`config.mk`:
```
export PLATFORM = sky130hd
export DESIGN_NAME = llpr_queue
export DESIGN_NICKNAME = d
export VERILOG_FILES = /design/src/sv/llpr_pkg.sv /design/src/sv/llpr_queue.sv
export SDC_FILE = /design/constraint.sdc
export NUM_CORES = 1
export LEC_CHECK = 0
export BUFFER_PORTS_ARGS = -buffer_cell sky130_fd_sc_hd__buf_2
export CORE_ASPECT_RATIO = 1.1
export CORE_MARGIN = 3
export CORE_UTILIZATION = 57
export CTS_CLUSTER_DIAMETER = 60
export CTS_CLUSTER_SIZE = 24
export DETAILED_ROUTE_END_ITERATION = 8
export GPL_ROUTABILITY_DRIVEN = 0
export PLACE_DENSITY = 0.79
export SLEW_MARGIN = 25
export SYNTH_ARGS = -nofsm -noshare
export SYNTH_HDL_FRONTEND = slang
export SYNTH_SLANG_ARGS = --single-unit
```
`constraint.sdc`:
```
create_clock -name clk -period 3.1 [get_ports clk]
set_clock_uncertainty 0.05 [all_clocks]
set_input_delay 0.31 -clock clk [delete_from_list [all_inputs] [get_ports clk]]
set_output_delay 0.31 -clock clk [all_outputs]
set_load 0.02 [all_outputs]
```
`src/sv/llpr_pkg.sv`:
```
// ----------------------------------------------------------------------------
// llpr_pkg
// Types and constants shared by the lidar label projection raster.
// ----------------------------------------------------------------------------
package llpr_pkg;

	// Field widths settled by the request and result formats.
	localparam int ROW_W  = 11;   // row of a raster pixel, up to 2048 rows
	localparam int COL_W  = 12;   // column of a raster pixel, up to 4096 columns
	localparam int WID_W  = 13;   // active width, up to 4096
	localparam int HGT_W  = 12;   // active height, up to 2048
	localparam int PROD_W = 36;   // Q1.14 coefficient times point coordinate
	localparam int CORD_W = 38;   // camera coordinate in 1/(1024*16384) m
	localparam int NUM_W  = 56;   // projection numerator
	localparam int DIV_W  = 58;   // divider remainder
	localparam int Q_W    = 13;   // quotient bits that can land inside the image
	localparam int QUO_W  = Q_W + 1;
	localparam int CNT_W  = 4;
	localparam int CFG_IDX_W = 3;
	localparam int Q_DEPTH = 4;
	localparam int Q_PTR_W = 2;

	localparam logic signed [CORD_W-1:0] NEAR_LIMIT = 38'sd8388608;

	localparam logic [63:0] KEPT_RESET   = 64'd20266456024350760;
	localparam logic [11:0] WIDTH_RESET  = 12'd1242;
	localparam logic [9:0]  HEIGHT_RESET = 10'd375;

	localparam logic [1:0] REQ_PROJECT = 2'd0;
	localparam logic [1:0] REQ_READ    = 2'd1;
	localparam logic [1:0] REQ_CLEAR   = 2'd2;

	localparam logic [CFG_IDX_W-1:0] CFG_ROW_X  = 3'd0;
	localparam logic [CFG_IDX_W-1:0] CFG_ROW_Y  = 3'd1;
	localparam logic [CFG_IDX_W-1:0] CFG_ROW_Z  = 3'd2;
	localparam logic [CFG_IDX_W-1:0] CFG_INTR   = 3'd3;
	localparam logic [CFG_IDX_W-1:0] CFG_KEPT   = 3'd4;
	localparam logic [CFG_IDX_W-1:0] CFG_WIDTH  = 3'd5;
	localparam logic [CFG_IDX_W-1:0] CFG_HEIGHT = 3'd6;

	typedef enum logic [2:0] {
		ST_WRITTEN   = 3'd0,
		ST_CLASS_REJ = 3'd1,
		ST_TOO_NEAR  = 3'd2,
		ST_OFF_IMAGE = 3'd3,
		ST_READ_DONE = 3'd4,
		ST_CLEARED   = 3'd5
	} status_t;

	typedef enum logic [1:0] {
		OP_REPORT = 2'd0,
		OP_WRITE  = 2'd1,
		OP_READ   = 2'd2,
		OP_CLEAR  = 2'd3
	} op_t;

	typedef struct packed {
		op_t              op;
		status_t          status;
		logic [15:0]      label;
		logic [ROW_W-1:0] row;
		logic [COL_W-1:0] col;
	} cmd_t;

	typedef struct packed {
		logic [63:0]      row_x;
		logic [63:0]      row_y;
		logic [63:0]      row_z;
		logic [63:0]      intr;
		logic [63:0]      kept;
		logic [WID_W-1:0] width;
		logic [HGT_W-1:0] height;
	} cfg_t;

	typedef enum logic [3:0] {
		F_IDLE, F_MUL, F_SUM, F_CHK, F_PMUL, F_PSUM, F_PREP, F_DIV, F_FIN, F_PUSH
	} front_state_t;

	typedef enum logic [1:0] {
		B_INIT, B_IDLE, B_DIL, B_FIN
	} back_state_t;

endpackage

```
`src/sv/llpr_queue.sv`:
```
// ----------------------------------------------------------------------------
// llpr_queue
// Short command queue between the front and the raster back end.
// ----------------------------------------------------------------------------
module llpr_queue import llpr_pkg::*; (
	input  logic clk,
	input  logic arst_n,
	input  cmd_t push_cmd,
	input  logic push_valid,
	output logic push_ready,
	output cmd_t pop_cmd,
	output logic pop_valid,
	input  logic pop_ready
);

	cmd_t               buf_q [Q_DEPTH];
	logic [Q_PTR_W-1:0] wr_q, rd_q;
	logic [Q_PTR_W:0]   cnt_q;
	logic               do_push, do_pop;

	assign push_ready = cnt_q != (Q_PTR_W+1)'(Q_DEPTH);
	assign pop_valid  = cnt_q != '0;
	assign pop_cmd    = buf_q[rd_q];
	assign do_push    = push_valid && push_ready;
	assign do_pop     = pop_valid && pop_ready;

	always_ff @(posedge clk or negedge arst_n) begin
		if (!arst_n) begin
			wr_q  <= '0;
			rd_q  <= '0;
			cnt_q <= '0;
		end else begin
			if (do_push)
				wr_q <= wr_q + Q_PTR_W'(1);
			if (do_pop)
				rd_q <= rd_q + Q_PTR_W'(1);
			if (do_push && !do_pop)
				cnt_q <= cnt_q + (Q_PTR_W+1)'(1);
			else if (do_pop && !do_push)
				cnt_q <= cnt_q - (Q_PTR_W+1)'(1);
		end
	end

	always_ff @(posedge clk) begin
		if (do_push)
			buf_q[wr_q] <= push_cmd;
	end

endmodule

```
==> out/summary.txt, run 1 <==
Clock Latency Late Sink: 410 ps
Layout area overhead: 18.0%
Utilization after layout: 0.694
CTS max path bufs: 2
Dpl hpwl: 7170 um
Remaining Overflow, GRT: 0
PD cells: 992 nW/um2
Setup crit start kind: flop
Clock Pin Slew Worst Setup and Hold Paths: 60 ps
Crit path time final: 2540 ps
Antenna violations before repair: 1
CTS buffer count: 17
Die area: 13300 um2
HP Class: input port to flop
Drt initial violations: 191
RSZ-0062 raised after global routing: false
Sequential Area: 5470 um2
Largest net degree at the start of global routing: 39
Final Hold Viols: 0
Maxcap violations: 0
Data arrival, critical path: 2180 ps
Post-synthesis cell count: 265
Status: complete, no violations
Post-synth top area cell: edfxtp_1
Slew @ Worst Pin: 597 ps
Ys Warns: 0
Remaining DRCs: 0
Worst VDD drop: 0.000537 V
Fillers: 732
CTS tree: done
# setup viols final: 0
CTS sink cnt: 183
Pins Over Slew Limit: 0
Antenna Cells: 0
Synthesized area: 6820 um2
CTS root buffer: clkbuf_16
Area occupied by multi-input gates: 1240 um2
Rows: 41
Synth top area share: 0.775
H-tree Lvls: 4
Crit path max-delay family: flip-flops
# nets final: 428
Vias in the first global route: 3355
I/O Buffers: 93
Req. time, crit path: 2740 ps
Critical path peak fanout: 25
Slowest Stage Delay on Critical Path: 740 ps
Drt pass-1 iters: 4
F_max: 393 MHz
Worst slew margin: 0.602
Die H: 121 um
Effective utilization at floorplan: 0.588
Total core area: 11600 um2
Final TNS setup: 0 ps
Seq/Total Area, Yosys: 0.800
Post-synthesis cell type count: 19
Wire per inst: 21.8 um
Vias/cell: 5.71
Leak pwr: 2.80 nW
WL final: 11700 um
First-pass GRT wire length: 18600 um
Placed insts: 504
Vias after detailed routing: 3061
Mapped Avg Cell Area: 25.7 um2
GR Util All Layers: 0.195
Non-filler cells, final: 536
Synth top area cells: edfxtp_1, mux4_2, dfrtp_1
Mapped Nets: 319
Die Width: 110 um
Synth Register Bits: 183
Fin crit share: 0.820
Critical path capture point type: primary output
Critical path, cell by cell: buf_12 -> mux4_2 -> buf_2
CP max stage cell: dfrtp_4
Share of layout cells above drive strength 1: 0.453
Crit path kind: flop to primary output
Hold Slack: 50.7 ps
Buffers and inverters on the worst path: 2
Antenna Nets Post-Route: 0
Top Ports: 94
==> cell usage after synthesis <==
cell type	count
a21boi_2	1
and2_1	4
buf_12	4
buf_2	5
buf_6	1
dfrtp_1	7
edfxtp_1	176
fa_1	1
ha_1	5
inv_1	3
mux2_2	2
mux4_1	6
mux4_2	38
nand2_1	2
nand3_1	1
nor2_1	2
or3_1	1
xnor2_1	4
xor2_1	2
==> per-layer routing <==
layer  vias up  share of wire  track usage
met3        10          0.068       0.0683
met1      1603           0.40        0.259
met5         -        0.00060            0
li1       1346              -            -
met4         2         0.0063       0.0577
met2       100           0.52        0.310
==> state kept, by name, summed over array words and instances, names as in the netlist <==
name,cells
cnt_q,3
buf_q,176
wr_q,2
rd_q,2
==> cell type report <==
type / instances / area share
Clock buffer: 17 / 0.0528
Sequential cell: 183 / 0.679
Multi-Input combinational cell: 69 / 0.154
Timing Repair Buffer: 100 / 0.0740
Clock inverter: 14 / 0.0159
Inverter: 3 / 0.00140
Tap cell: 150 / 0.0233
==> kinds of logic after synthesis <==
kind of cell               after synthesis  share of synthesized area
xor gates and xnor gates                 6                    0.00770
and+or+nand+nor                         10                    0.00752
AOI/OAI and AO/OA                        1                    0.00165
DFF                                    183                      0.800
adders and majority gates                6                     0.0121
buffers and inverters                   13                     0.0187
muxes                                   46                      0.152
==> power by group <==
part	internal [W]	total (W)	switching, W
clock network	0.00111	0.00199	0.000884
logic	0.00108	0.00243	0.00136
registers	0.00328	0.00356	0.000286
total	0.00546	0.00799	0.00253
==> placed cells by master, fill, tap and decap left out, drive strengths merged <==
master and count:
edfxtp 176, dfrtp 7, nand3 1, nand2 2, mux4 44, xnor2 4, and2 4, mux2 2
xor2 2, bufinv 1, clkinvlp 1, ha 5, nor2 2, a21boi 1, buf 99, clkinv 8
or3 1, inv 7, clkbuf 17, dlygate4sd3 1, fa 1
==> timing repair <==
item                       in CTS  in global routing
resized for setup               0                  0
buffers inserted                0                  0
setup endpoints to repair       0                  0
hold buffers                    1                  0
hold endpoints to repair        7                  0
==> final timing paths <==
check                                           from                endpoint  slack, ps  depth (start not counted)
worst max register to register  cnt_q[1]$_DFFE_PN0P_    cnt_q[2]$_DFFE_PN0P_        910                          8
worst min-delay path                    push_cmd[26]  buf_q[3][26]$_DFFE_PP_         50                          1
worst min register to register  cnt_q[0]$_DFFE_PN0P_    cnt_q[0]$_DFFE_PN0P_        520                          1
worst max-delay path             rd_q[0]$_DFFE_PN0P_             pop_cmd[21]        560                          3
min in group asynchronous                     arst_n    cnt_q[0]$_DFFE_PN0P_        210                          2
max in group asynchronous                     arst_n     rd_q[0]$_DFFE_PN0P_       2600                          2
==> through the flow <==
stage / instance area, um2 / worst slack (ps) / total power [W]
after global placement: 7490 / 953 / 0.00604
after floorplan: 6820 / 811 / 0.00534
after CTS: 8050 / 487 / 0.00810
final: 8050 / 557 / 0.00799
after detailed placement: 7490 / 912 / 0.00611
after global routing: 8050 / 422 / 0.00838
Power figures use the tool's default switching activity.
==> inputs of run 2 (changes only) <==
CORE_UTILIZATION = 51   (was 57)
PLACE_DENSITY = 0.75   (was 0.79)
clock period = 2.2 ns   (was 3.1 ns; I/O delays follow)
==> run 2 against run 1 <==
Design area grew 7.1%. Core utilization is 2.4 points lower. Sequential power up 35%. Combinational power increased by 58%. Clock power up 47%.
==> out/summary.txt, run 2 (synthesis results as in run 1) <==
Placed insts: 519 (+3.0%)
Sw frac: 0.310 (-0.00635)
First-pass GRT wire length: 19000 um (+2.1%)
Critical path peak fanout: 21 (-16%)
Dpl hpwl: 6900 um (-3.8%)
H-tree Lvls: 4 (unchanged)
Die Width: 116 um (+5.4%)
Clock share of power: 0.252 (+0.002)
Leak pwr: 3.05 nW (+8.8%)
Worst slew margin: 0.810 (+0.208)
WL met3: 711 um (-10%)
Sw power: 0.00358 W (+42%)
Biggest register: buf_q
Final Hold Viols: 0 (unchanged)
Depth of the worst register-to-register path: 8 (unchanged)
Worst VDD drop: 0.000709 V (+32%)
Status: complete, no violations
Comb power frac: 0.332 (+0.028)
Die area: 14800 um2 (+11%)
CTS root buffer: clkbuf_16
Met1 wire length: 4800 um (+2.4%)
Share of layout cells above drive strength 1: 0.430 (-0.0238)
Clock Latency Late Sink: 420 ps (about the same)
Top sig layer: met4
Antenna Cells: 0 (unchanged)
Final TNS setup: 0 ps (unchanged)
Pins Over Slew Limit: 0 (unchanged)
Worst hold path cell count: 3 (+2)
CTS buffer count: 17 (unchanged)
Top flop regs: buf_q: 176 flops, cnt_q: 3 flops
Fin crit share: 0.959
Sequential share of power: 0.416 (-0.030)
Largest net degree at the start of global routing: 46 (+18%)
# setup viols final: 0 (unchanged)
Antenna violations before repair: 0 (-1)
Remaining Overflow, GRT: 0 (unchanged)
Flop2flop setup slack: 140 ps (-770 ps)
WL final: 11700 um (about the same)
Req. time, crit path: 1930 ps (-810 ps)
Vias/cell: 5.45 (-4.6%)
Layout area overhead: 26.4%
Effective utilization at floorplan: 0.531 (-0.0579)
Clock Pin Slew Worst Setup and Hold Paths: 60 ps (about the same)
Slew @ Worst Pin: 285 ps (-312 ps)
Remaining DRCs: 0 (unchanged)
Vias in the first global route: 3563 (+6.2%)
# nets final: 481 (+12%)
CTS sink cnt: 183 (unchanged)
Max reg flops: 176 (unchanged)
Utilization after layout: 0.671 (-0.0238)
Data arrival, critical path: 1840 ps (-340 ps)
Fillers: 793 (+8.3%)
Setup crit start kind: flop
GR Util All Layers: 0.176 (-0.0189)
Top Ports: 94 (unchanged)
Antenna Nets Post-Route: 0 (unchanged)
PD cells: 1340 nW/um2 (+35%)
Rows: 43 (+4.9%)
Drt initial violations: 215 (+13%)
Most frequent cells in the layout: edfxtp_1, buf_2, dlygate4sd3_1
Total core area: 12900 um2 (+11%)
Critical path capture point type: primary output
Vias after detailed routing: 3251 (+6.2%)
Commonest non-fill, non-tap cell in the layout: edfxtp_1
HP Class: input port to flop
Met2 WL: 6000 um (-2.0%)
Die H: 127 um (+5.4%)
Hold Slack: 78.9 ps (+28.2 ps)
F_max: 474 MHz
CTS max path bufs: 2 (unchanged)
I/O Buffers: 93 (unchanged)
P_int: 0.00798 W (+46%)
Crit path time final: 2110 ps
Non-filler cells, final: 597 (+11%)
Crit path kind: flop to primary output
Drt pass-1 iters: 6 (+2)
Maxcap violations: 0 (unchanged)
CTS tree: done
Wire per inst: 19.6 um (-10%)
==> run 2: cell count changes in the layout (fill, tap and decap cells not counted), moves of 2 or more <==
cell / delta
dlygate4sd3_1: +44
buf_4: +7
buf_6: +2
clkinv_2: +2
clkinv_4: -2
==> run 2: layout make-up <==
class / count / area, um2 / share of cell area
Clock buffer: 17 / 425 / 0.0493
Clock inverter: 15 / 151 / 0.0176
Inverter: 3 / 11.3 / 0.00131
Multi-Input combinational cell: 69 / 1260 / 0.147
Sequential cell: 183 / 5470 / 0.634
Tap cell: 157 / 196 / 0.0228
Timing Repair Buffer: 153 / 1110 / 0.129
==> run 2: power by group through the flow <==
stage	Sequential [W]	Clock, W	Combinational (W)
2_1_floorplan	0.00481	0	0.00270
3_3_place_gp	0.00482	0	0.00374
3_5_place_dp	0.00488	0	0.00378
4_1_cts	0.00481	0.00297	0.00387
5_1_grt	0.00487	0.00314	0.00414
6_report	0.00481	0.00292	0.00383
==> run 2: per-stage QoR <==
stage               power (W)  area (um2)  setup WS (ps)
floorplan             0.00751        6830           43.4
global placement      0.00856        7560            140
detailed placement    0.00867        7560           36.3
CTS                    0.0117        8590           3.61
global route           0.0121        8620          -4.15
finish                 0.0116        8620           90.8
==> run 2: routing by layer <==
layer  track usage  up-vias
met1         0.230     1682
met3        0.0649       15
met5             0        -
met2         0.279      103
met4        0.0573        0
li1              -     1451
==> run 2: final timing paths <==
path,start,to
min in group asynchronous,arst_n,cnt_q[0]$_DFFE_PN0P_
max reg2reg,cnt_q[1]$_DFFE_PN0P_,cnt_q[2]$_DFFE_PN0P_
min reg2reg,cnt_q[2]$_DFFE_PN0P_,cnt_q[2]$_DFFE_PN0P_
max in group asynchronous,arst_n,rd_q[0]$_DFFE_PN0P_
max,rd_q[0]$_DFFE_PN0P_,pop_cmd[23]
min,pop_ready,rd_q[1]$_DFFE_PN0P_
==> run 2: what timing repair did <==
item	CTS	global route
hold buffers	45	0
hold endpoints to repair	183	0
setup buffers	0	1
pin swaps	0	2
resized for setup	2	5
setup endpoints to repair	2	15
==> run 2: worst max-delay path, cell delays in order (launching register included) <==
cell and delay (ps):
dfrtp_4 440, buf_12 220, mux4_2 560, buf_2 180
==> inputs of run 3 (changes only) <==
CORE_UTILIZATION = 50   (was 51)
PLACE_DENSITY = 0.74   (was 0.75)
==> run 3 against run 2 <==
Worst hold slack got worse by 52 ps. Sequential power barely moved. Via count did not move. Sequential share of layout area is 0.51 points lower.
==> out/summary.txt, run 3 (synthesis results as in run 1) <==
Dpl hpwl: 7240 um (+4.9%)
Crit path kind: flop to primary output
PD cells: 1340 nW/um2 (+0.13%)
Antenna Cells: 0 (unchanged)
Remaining Overflow, GRT: 0 (unchanged)
Status: complete, no violations
RSZ-0062 raised after global routing: true
Max reg flops: 176 (unchanged)
Non-filler cells, final: 628 (+5.2%)
Clock Latency Late Sink: 420 ps (about the same)
Share of layout cells above drive strength 1: 0.426 (-0.00387)
Drt initial violations: 247 (+15%)
Data arrival, critical path: 1880 ps (+40 ps)
Antenna Nets Post-Route: 0 (unchanged)
Wire per inst: 19.3 um (-1.4%)
WL final: 12100 um (+3.7%)
Die Width: 117 um (+0.94%)
Worst slew margin: 0.753 (-0.0574)
CP max stage cell: mux4_2
GR Util All Layers: 0.172 (-0.00489)
Top flop regs: buf_q: 176 flops, cnt_q: 3 flops
Biggest register: buf_q
Slew @ Worst Pin: 371 ps (+86.0 ps)
Place WS: 1.61 ps (-34.7 ps)
Effective utilization at floorplan: 0.514 (-0.0164)
Crit path time final: 2150 ps (+38.7 ps)
CTS root buffer: clkbuf_16
Remaining DRCs: 0 (unchanged)
Rows: 44 (+2.3%)
Drt pass-1 iters: 4 (-2)
Overall Power: 0.0117 W (+0.94%)
F_max: 466 MHz (-1.8%)
# nets final: 485 (+0.83%)
Maxcap violations: 0 (unchanged)
Total core area: 13300 um2 (+3.2%)
# setup viols final: 0 (unchanged)
CTS buffer count: 17 (unchanged)
I/O Buffers: 93 (unchanged)
CTS max path bufs: 2 (unchanged)
Vias/cell: 5.18 (-4.9%)
First-pass GRT wire length: 19300 um (+1.9%)
Largest net degree at the start of global routing: 26 (-43%)
CTS sink cnt: 183 (unchanged)
Top Ports: 94 (unchanged)
HP Class: input port to flop
Slowest Stage Delay on Critical Path: 540 ps (-20 ps)
Layout area overhead: 27.5%
Setup crit start kind: flop
Clock Pin Slew Worst Setup and Hold Paths: 60 ps (about the same)
Final Hold Viols: 0 (unchanged)
Worst VDD drop: 0.000770 V (+8.7%)
Pins Over Slew Limit: 0 (unchanged)
PnR worst setup slack: 52.1 ps (-38.7 ps)
Placed insts: 546 (+5.2%)
H-tree Lvls: 4 (unchanged)
Vias after detailed routing: 3251 (unchanged)
Critical path capture point type: primary output
Commonest non-fill, non-tap cell in the layout: edfxtp_1
Vias in the first global route: 3625 (+1.7%)
Most frequent cells in the layout: edfxtp_1, buf_2, dlygate4sd3_1
Critical path, cell by cell: buf_12 -> mux4_2 -> buf_2
Final TNS setup: 0 ps (unchanged)
CTS tree: done
Hold Slack: 27.3 ps (-51.6 ps)
Leak pwr: 3.05 nW (+0.13%)
Req. time, crit path: 1930 ps (about the same)
Fin crit share: 0.976 (+0.0176)
Die area: 15100 um2 (+1.9%)
Antenna violations before repair: 0 (unchanged)
Die H: 129 um (+0.95%)
Critical path peak fanout: 14 (-33%)
==> run 3: cell types whose count changed in the layout (fill, tap and decap cells not counted), moves of 2 or more <==
cell,before,now
buf_4,7,12
clkbuf_1,0,2
inv_6,4,1
clkinvlp_4,2,4
buf_2,93,90
clkinv_2,4,0
clkinv_1,1,4
==> run 3: area by class of cell <==
class | count | area [um2]
tap | 184 | 230
timing repair buffer | 157 | 1180
sequential | 183 | 5470
clock buffer | 19 | 433
clock inverter | 13 | 131
inverter | 3 | 11.3
fill | 894 | 4570
multi-input combinational | 69 | 1240
==> run 3: per-stage QoR <==
step,util,cell area (um2)
finish,0.655,8690
global route,0.655,8690
detailed placement,0.572,7590
global placement,0.572,7590
floorplan,-,6830
CTS,0.651,8640
==> run 3: path summary, 6_finish.rpt <==
check | depth (start not counted) | startpoint | slack (ps) | end
setup / recovery | 3 | rd_q[0]$_DFFE_PN0P_ | 50 | pop_cmd[17]
hold / removal | 3 | pop_ready | 30 | rd_q[0]$_DFFE_PN0P_
setup reg to reg | 8 | cnt_q[1]$_DFFE_PN0P_ | 70 | cnt_q[2]$_DFFE_PN0P_
hold reg to reg | 1 | cnt_q[2]$_DFFE_PN0P_ | 500 | cnt_q[2]$_DFFE_PN0P_
max in group asynchronous | 2 | arst_n | 1800 | rd_q[0]$_DFFE_PN0P_
min in group asynchronous | 2 | arst_n | 120 | cnt_q[2]$_DFFE_PN0P_
==> run 3: power by group <==
| part | switching [W] | internal (W) | leakage, nW | total (W) |
|---|---|---|---|---|
| Combinational | 0.00217 | 0.00180 | 1.10 | 0.00397 |
| Clock | 0.00121 | 0.00166 | 0.260 | 0.00287 |
| Sequential | 0.000208 | 0.00462 | 1.69 | 0.00483 |
| Total | 0.00359 | 0.00808 | 3.05 | 0.0117 |
==> run 3: critical path, delay by kind of cell, from the launching register on <==
kind,cells,cell delay [ps]
muxes,1,540
DFF,1,530
buffers and inverters,2,380
==> run 3: layer usage <==
| metal | GRT usage | vias to the layer above | share of wire |
|---|---|---|---|
| li1 | - | 1459 | - |
| met1 | 0.207 | 1693 | 0.41 |
| met2 | 0.294 | 81 | 0.53 |
| met3 | 0.0545 | 18 | 0.041 |
| met4 | 0.0676 | 0 | 0.017 |
| met5 | 0 | - | 0 |
==> run 3: what timing repair did <==
| action | CTS | global route |
|---|---|---|
| setup endpoints to repair | 34 | 9 |
| buffers inserted | 3 | 1 |
| hold buffers | 45 | 0 |
| gates resized for setup | 1 | 8 |
| gates cloned | 0 | 1 |
| pin swaps | 0 | 0 |
| hold endpoints to repair | 183 | 0 |
